$ cat src/sv/avoidance_mode_supervisor_assert.svh
`ifndef AVOIDANCE_MODE_SUPERVISOR_ASSERT_SVH
`define AVOIDANCE_MODE_SUPERVISOR_ASSERT_SVH

// Same-cycle implication, sampled on clk, quiet while rst_n is low.
`define AMS_ASSERT_IMPL(label, ante, cons) \
    label: assert property (@(posedge clk) disable iff (!rst_n) (ante) |-> (cons)) \
        else $error("avoidance mode supervisor: same-cycle check failed");

// Next-cycle implication, sampled on clk, quiet while rst_n is low.
`define AMS_ASSERT_NEXT(label, ante, cons) \
    label: assert property (@(posedge clk) disable iff (!rst_n) (ante) |=> (cons)) \
        else $error("avoidance mode supervisor: next-cycle check failed");

`endif

$ cat src/sv/ams_pkg.sv
package ams_pkg;

    localparam int unsigned InWidth   = 7;
    localparam int unsigned InBytes   = (InWidth + 7) / 8;
    localparam int unsigned OutWidth  = 9;
    localparam int unsigned OutBytes  = (OutWidth + 7) / 8;
    localparam int unsigned ModeWidth = 3;
    localparam int unsigned RsnWidth  = 5;

    // Mode state, one-hot internally.
    typedef enum logic [6:0] {
        MODE_NAV     = 7'b0000001,
        MODE_BLOCKED = 7'b0000010,
        MODE_BRAKE   = 7'b0000100,
        MODE_REPLAN  = 7'b0001000,
        MODE_VERIFY  = 7'b0010000,
        MODE_RESUME  = 7'b0100000,
        MODE_HOVER   = 7'b1000000
    } mode_t;

    // Mode codes as seen on the output word.
    localparam logic [ModeWidth-1:0] CODE_NAV     = 3'd0;
    localparam logic [ModeWidth-1:0] CODE_BLOCKED = 3'd1;
    localparam logic [ModeWidth-1:0] CODE_BRAKE   = 3'd2;
    localparam logic [ModeWidth-1:0] CODE_REPLAN  = 3'd3;
    localparam logic [ModeWidth-1:0] CODE_VERIFY  = 3'd4;
    localparam logic [ModeWidth-1:0] CODE_RESUME  = 3'd5;
    localparam logic [ModeWidth-1:0] CODE_HOVER   = 3'd6;

    typedef enum logic [RsnWidth-1:0] {
        RSN_DIRECT          = 5'd0,
        RSN_RAW_STALE       = 5'd1,
        RSN_LOC_DEGRADED    = 5'd2,
        RSN_MISSION_STALE   = 5'd3,
        RSN_BLOCKED         = 5'd4,
        RSN_BRAKE           = 5'd5,
        RSN_HELD            = 5'd6,
        RSN_CANDIDATE       = 5'd7,
        RSN_PLAN_FAILED     = 5'd8,
        RSN_TRAJ_VERIFIED   = 5'd9,
        RSN_TRAJ_FAILED     = 5'd10,
        RSN_REBLOCKED       = 5'd11,
        RSN_DETOUR_DONE     = 5'd12,
        RSN_DETOUR_ACTIVE   = 5'd13,
        RSN_LATCHED_BLOCKED = 5'd14,
        RSN_RECOVER_REPLAN  = 5'd15,
        RSN_RECOVER_DIRECT  = 5'd16
    } reason_t;

    typedef struct packed {
        logic map_fresh;
        logic pose_ok;
        logic task_fresh;
        logic route_blocked;
        logic replan_done;
        logic cand_ok;
        logic detour_done;
    } ams_event_t;

    typedef struct packed {
        mode_t   mode;
        reason_t reason;
        logic    failure_latched;
    } ams_state_t;

    function automatic logic [ModeWidth-1:0] mode_code(input mode_t m);
        logic [ModeWidth-1:0] c;
        case (m)
            MODE_NAV:     c = CODE_NAV;
            MODE_BLOCKED: c = CODE_BLOCKED;
            MODE_BRAKE:   c = CODE_BRAKE;
            MODE_REPLAN:  c = CODE_REPLAN;
            MODE_VERIFY:  c = CODE_VERIFY;
            MODE_RESUME:  c = CODE_RESUME;
            default:      c = CODE_HOVER;
        endcase
        return c;
    endfunction

endpackage

$ cat src/sv/avoidance_mode_supervisor.sv
// Avoidance mode supervisor. Each input word is one health and progress event of seven
// flags; each event yields exactly one output word holding the new mode, the reason
// code and the planner-failure latch. A word taken on s_tdata lands in an input
// register; when the output slot is free the mode step is applied to it and the
// result is held in the mode, reason and latch registers, which drive m_tdata
// directly. One word per cycle is sustained when m_tready stays high: the feedback
// through the state registers sets that rate. The input register keeps taking a
// word while a result waits on the output, so a stall on the master side costs
// one word of slack before s_tready drops. After reset the mode is navigating, the
// reason direct and the latch clear.
module avoidance_mode_supervisor
    import ams_pkg::*;
(
    input  logic                  clk,
    input  logic                  rst_n,
    input  logic                  s_tvalid,
    output logic                  s_tready,
    // bit 0 map_fresh, 1 pose_ok, 2 task_fresh, 3 route_blocked,
    // 4 replan_done, 5 cand_ok, 6 detour_done, 7 zero
    input  logic [InBytes*8-1:0]  s_tdata,
    output logic                  m_tvalid,
    input  logic                  m_tready,
    // bits 2:0 mode, 7:3 reason_code, 8 failure_latched, 15:9 zero
    output logic [OutBytes*8-1:0] m_tdata
);

`include "avoidance_mode_supervisor_assert.svh"

    ams_event_t ev_reg;
    logic       ev_valid_reg;
    ams_event_t ev_in;
    ams_state_t state_reg;
    ams_state_t state_next;
    logic       out_valid_reg;
    logic       advance;

    // move the held event into the state when the output slot is free
    assign advance  = ev_valid_reg && (!out_valid_reg || m_tready);
    assign s_tready = !ev_valid_reg || advance;

    assign ev_in.map_fresh     = s_tdata[0];
    assign ev_in.pose_ok       = s_tdata[1];
    assign ev_in.task_fresh    = s_tdata[2];
    assign ev_in.route_blocked = s_tdata[3];
    assign ev_in.replan_done   = s_tdata[4];
    assign ev_in.cand_ok       = s_tdata[5];
    assign ev_in.detour_done   = s_tdata[6];

    // input register: payload without reset
    always_ff @(posedge clk)
    begin
        if (s_tvalid && s_tready)
        begin
            ev_reg <= ev_in;
        end
    end

    always_ff @(posedge clk or negedge rst_n)
    begin
        if (!rst_n)
        begin
            ev_valid_reg <= 1'b0;
        end
        else if (s_tready)
        begin
            ev_valid_reg <= s_tvalid;
        end
    end

    ams_step u_step
    (
        .ev  (ev_reg),
        .cur (state_reg),
        .nxt (state_next)
    );

    // state doubles as the result register
    always_ff @(posedge clk or negedge rst_n)
    begin
        if (!rst_n)
        begin
            state_reg.mode            <= MODE_NAV;
            state_reg.reason          <= RSN_DIRECT;
            state_reg.failure_latched <= 1'b0;
        end
        else if (advance)
        begin
            state_reg <= state_next;
        end
    end

    always_ff @(posedge clk or negedge rst_n)
    begin
        if (!rst_n)
        begin
            out_valid_reg <= 1'b0;
        end
        else if (advance)
        begin
            out_valid_reg <= 1'b1;
        end
        else if (m_tready)
        begin
            out_valid_reg <= 1'b0;
        end
    end

    assign m_tvalid = out_valid_reg;
    assign m_tdata  = {{(OutBytes*8-OutWidth){1'b0}}, state_reg.failure_latched,
                       state_reg.reason, mode_code(state_reg.mode)};

    // mode register stays one-hot
    `AMS_ASSERT_IMPL(a_mode_onehot, 1'b1, $onehot(state_reg.mode))
    // state moves only when an event is consumed
    `AMS_ASSERT_NEXT(a_state_hold, !advance, $stable(state_reg))
    // an unhealthy event always forces hover
    `AMS_ASSERT_NEXT(a_unhealthy_hover,
        advance && (!ev_reg.map_fresh || !ev_reg.pose_ok || !ev_reg.task_fresh),
        state_reg.mode == MODE_HOVER)
    // latch sets only from a failed replan or verify
    `AMS_ASSERT_IMPL(a_latch_source, $rose(state_reg.failure_latched),
        $past(state_reg.mode) == MODE_REPLAN || $past(state_reg.mode) == MODE_VERIFY)

endmodule

$ cat src/sv/ams_step.sv
module ams_step
    import ams_pkg::*;
(
    input  ams_event_t ev,
    input  ams_state_t cur,
    output ams_state_t nxt
);

    always_comb
    begin
        nxt = cur;
        if (!ev.map_fresh)
        begin
            nxt.mode   = MODE_HOVER;
            nxt.reason = RSN_RAW_STALE;
        end
        else if (!ev.pose_ok)
        begin
            nxt.mode   = MODE_HOVER;
            nxt.reason = RSN_LOC_DEGRADED;
        end
        else if (!ev.task_fresh)
        begin
            nxt.mode   = MODE_HOVER;
            nxt.reason = RSN_MISSION_STALE;
        end
        else
        begin
            case (cur.mode)
                MODE_NAV:
                begin
                    if (ev.route_blocked)
                    begin
                        nxt.mode   = MODE_BLOCKED;
                        nxt.reason = RSN_BLOCKED;
                    end
                    else
                    begin
                        nxt.reason = RSN_DIRECT;
                    end
                end
                MODE_BLOCKED:
                begin
                    nxt.mode   = MODE_BRAKE;
                    nxt.reason = RSN_BRAKE;
                end
                MODE_BRAKE:
                begin
                    nxt.mode   = MODE_REPLAN;
                    nxt.reason = RSN_HELD;
                end
                MODE_REPLAN:
                begin
                    // hold mode and reason until an attempt finishes
                    if (ev.replan_done)
                    begin
                        nxt.mode            = ev.cand_ok ? MODE_VERIFY : MODE_HOVER;
                        nxt.failure_latched = !ev.cand_ok;
                        nxt.reason          = ev.cand_ok ? RSN_CANDIDATE
                                                         : RSN_PLAN_FAILED;
                    end
                end
                MODE_VERIFY:
                begin
                    nxt.mode            = ev.cand_ok ? MODE_RESUME : MODE_HOVER;
                    nxt.failure_latched = !ev.cand_ok;
                    nxt.reason          = ev.cand_ok ? RSN_TRAJ_VERIFIED
                                                     : RSN_TRAJ_FAILED;
                end
                MODE_RESUME:
                begin
                    if (ev.route_blocked)
                    begin
                        nxt.mode   = MODE_BLOCKED;
                        nxt.reason = RSN_REBLOCKED;
                    end
                    else if (ev.detour_done)
                    begin
                        nxt.mode   = MODE_NAV;
                        nxt.reason = RSN_DETOUR_DONE;
                    end
                    else
                    begin
                        nxt.reason = RSN_DETOUR_ACTIVE;
                    end
                end
                default:
                begin
                    if (cur.failure_latched && ev.route_blocked)
                    begin
                        nxt.mode   = MODE_HOVER;
                        nxt.reason = RSN_LATCHED_BLOCKED;
                    end
                    else if (ev.route_blocked)
                    begin
                        nxt.mode   = MODE_BRAKE;
                        nxt.reason = RSN_RECOVER_REPLAN;
                    end
                    else
                    begin
                        nxt.mode            = MODE_NAV;
                        nxt.failure_latched = 1'b0;
                        nxt.reason          = RSN_RECOVER_DIRECT;
                    end
                end
            endcase
        end
    end

endmodule

$ cat config.mk
export PLATFORM = sky130hd
export DESIGN_NAME = avoidance_mode_supervisor
export DESIGN_NICKNAME = d
export VERILOG_FILES = /design/src/sv/ams_pkg.sv /design/src/sv/avoidance_mode_supervisor.sv /design/src/sv/ams_step.sv
export VERILOG_INCLUDE_DIRS = /design/src /design/src/sv
export SDC_FILE = /design/constraint.sdc
export NUM_CORES = 1
export LEC_CHECK = 0
export BUFFER_PORTS_ARGS = -buffer_cell sky130_fd_sc_hd__buf_4
export CAP_MARGIN = 20
export CELL_PAD_IN_SITES_DETAIL_PLACEMENT = 1
export CELL_PAD_IN_SITES_GLOBAL_PLACEMENT = 2
export CORE_ASPECT_RATIO = 1.2
export CORE_MARGIN = 4
export CORE_UTILIZATION = 34
export DETAILED_ROUTE_END_ITERATION = 10
export GPL_ROUTABILITY_DRIVEN = 0
export MAX_ROUTING_LAYER = met4
export PLACE_DENSITY_LB_ADDON = 0.2
export RECOVER_POWER = 50
export SLEW_MARGIN = 10
export SYNTH_ARGS = -nofsm -noshare
export SYNTH_HDL_FRONTEND = slang
export SYNTH_SLANG_ARGS = --single-unit
$ cat constraint.sdc
create_clock -name clk -period 2.06 [get_ports clk]
set_input_delay 0.103 -clock clk [delete_from_list [all_inputs] [get_ports clk]]
set_output_delay 0.103 -clock clk [all_outputs]
set_load 0.05 [all_outputs]
==> flow_summary.yaml <==
status:
  status: "finished clean"
synth:
  synthCells: 145
  synth_adder_area_share_pct: 0
  synth_top_area_cell: "dfrtp_1"
  synth_mux_area_share_pct: 1.46
  synthesis.area_sq_um: 1460
  yosys.area.top_type_share_pct: 24.1
  synthFlopType: "dfrtp_1"
  synth-edff-count: 7
  yosysSeqAreaShare_pct: 40.3
  synth_top_family_by_area: "compound AO/OA/AOI/OAI gates"
  synth_compound_area_share_pct: 23.8
  ys_warn_count: 0
  synth_xor_xnor_area_share_pct: 2.41
  synth_cell_types: 52
  synth-async-reset-ratio_pct: 68.2
  synth_area_leaders: "dfrtp_1 24%, edfxtp_1 14%, buf_4 6.7%, a32o_1 2.8%, a22o_1 2.4%"
  yosys.area_share.simple_pct: 20.6
  synth-seq-cells: 22
  syn_area_per_cell_sq_um: 10.0
detailed_routing:
  dr.pass1.iters: 4
  drt_iter0_drc: 51
  drc: 0
  routed_wl_microns: 3810
  vias_per_cell: 5.29
  vias: 1217
  wl_per_cell_microns: 16.5
  postRouteAntennaNets: 0
power:
  p_int_uw: 728
  p_sw_uw: 358
  powerDensity_nw_per_um2: 612
  p_clk_share_pct: 24.9
  p_comb_share_pct: 26.9
  p_leak_uw: 0.000741
  switching_share_pct: 32.9
  ir_drop_mv: 0.361
  p_seq_share_pct: 48.2
cells_and_area:
  final_cell_mix: "22 x buf_4, 12 x dfrtp_1, 9 x nand2_1"
  layout_commonest_cell: "buf_4"
  multi_input_area_sq_um: 736
  fillers: 470
  area_delta_synth_final_pct: 21.8
  nets: 189
  utilization_pct: 43.9
  seqCellArea_sq_um: 589
  drive_gt1_share_pct: 26.7
  diodes: 0
timing:
  worst_pin_slew_ns: 0.872
  skew_ns: 0.00129
  rsz0062_at_grt: "no"
  period_minus_slack_ns: 1.93
  finalSetupTns_ns: 0
  drv_slew: 0
  finalCritPeriodShare_pct: 93.7
  setup_viol: 0
  slew-limit-headroom_pct: 41.8
  max_freq_mhz: 518
  hold_violations: 0
critical_path:
  worst-path-buf-inv: 2
  regToRegEndpoint: "m_tdata[4]"
  startpoint_type: "register"
  cp.required_ns: 2.21
  regToRegStartpoint: "state_reg[6]"
  slowest_stage: "dfstp_2"
  reg2regPathDepth: 7
  cp.depth: 7
  crit_chain: "buf_4 -> nor4b_4 -> nand2_2 -> o311ai_4 -> buf_4 -> nor2_1 -> a22o_1"
  critPathMostFrequentCell: "buf_4"
  critical_path_class: "register to register"
  critical_path.max_fanout: 6
  cp_slowest_stage_delay_ns: 0.42
  worstPathArrival_ns: 2.08
  r2r_setup_slack_ns: 0.13
  endpoint_kind: "register"
  cp_top_family: "simple AND/OR/NAND/NOR gates"
global_route:
  track_usage_pct: 16.0
  grt.overflow.total: 0
  grt_max_degree: 16
  grt_pass1_wl_microns: 6270
  grt_pass1_vias: 1270
  antenna_found_initial: 0
floorplanning:
  core_sq_um: 4040
  row_count: 25
  start_util_pct: 36.1
  ioPinCount: 30
  die_w_microns: 67.7
  dieArea_sq_um: 5390
  die_h_microns: 79.7
worst_hold_path:
  min_path_type: "input pin to register"
  hold_path_end: "ev_valid_reg"
  whs_path_depth: 2
  min-delay-start: "s_tvalid"
cts:
  clk_pin_slew_worst_paths_ns: 0.07
  htree_levels: 1
  cts_inserted_buffers: 3
  cts_buffer_depth: 2
  cts_tree: "built"
  root_buffer: "clkbuf_8"
  clk_latency_ns: 0.26
  cts.sinks: 22
flow_run:
  drv_cap: 0
placement:
  place_hpwl_microns: 3050
  io_buffers: 21
## per-stage QoR
step / total power [uW] / cells / hold WS (ns) / cell area, sq um / worst slack [ns]
after floorplan: 747 / 151 / -0.193 / 1480 / 0.197
after detailed placement: 814 / 218 / -0.0261 / 1650 / 0.101
after global routing: 1150 / 230 / 0.0249 / 1770 / 0.00320
after global placement: 809 / 218 / -0.0281 / 1650 / 0.0583
after CTS: 1090 / 223 / 0.00761 / 1700 / 0.0593
final: 1090 / 230 / 0.0348 / 1770 / 0.131
## area by class of cell
| class | instances | area share [%] |
|---|---|---|
| Tap cell | 54 | 3.81 |
| Sequential cell | 22 | 33.2 |
| Multi-Input combinational cell | 104 | 41.5 |
| Timing Repair Buffer | 40 | 17.6 |
| Clock buffer | 4 | 2.54 |
| Inverter | 6 | 1.27 |
## Yosys cell counts (all sizes together), types with 2 or more instances
master and number:
o22a 2, nand2 10, nor4b 2, a211oi 2, nor3 3, buf 19, o2111a 2, a32o 4
nand3b 3, dfrtp 14, or3 2, inv 6, a21oi 6, o22ai 2, xor2 4, nand2b 5
a22o 4, nor2 8, and3 2, o2111ai 3, edfxtp 7, nand3 5, o21ai 7, nor2b 5
a21o 2
## power groups by stage
stage | Combinational [uW] | Sequential [uW] | Clock, uW
2_1_floorplan | 224 | 523 | 0
3_3_place_gp | 280 | 530 | 0
3_5_place_dp | 282 | 532 | 0
4_1_cts | 284 | 524 | 280
5_1_grt | 314 | 529 | 311
6_report | 292 | 523 | 270
## what timing repair did
item	in CTS	in global routing
setup endpoints to repair	0	3
hold buffers	1	5
resized for setup	0	3
endpoints found under the hold margin	15	5
setup buffers	0	2
## cells by family after synthesis
| family | Yosys count |
|---|---|
| and+or+nand+nor | 50 |
| AOI/OAI and AO/OA | 41 |
| DFF | 22 |
| other | 1 |
| buffers and inverters | 25 |
| muxes | 2 |
| xor gates and xnor gates | 4 |
## routing by layer
metal  wire, microns  global-route usage (%)  up-vias
met1            1510                    17.9      595
li1                -                       -      582
met4             118                    7.30        0
met2            2040                    27.3       29
met5               0                       -        -
met3             138                    2.68       11
## how the worst max path moves through the flow
stage | startpoint | slack, ns | endpoint
finish | state_reg[6] | 0.13 | m_tdata[4]
CTS | state_reg[6] | 0.06 | m_tdata[1]
floorplan | state_reg[7] | 0.20 | state_reg[7]
detailed placement | state_reg[6] | 0.10 | state_reg[8]
global placement | state_reg[6] | 0.06 | state_reg[8]
global route | state_reg[7] | 0.003 | m_tdata[2]
Power figures use the tool's default switching activity.
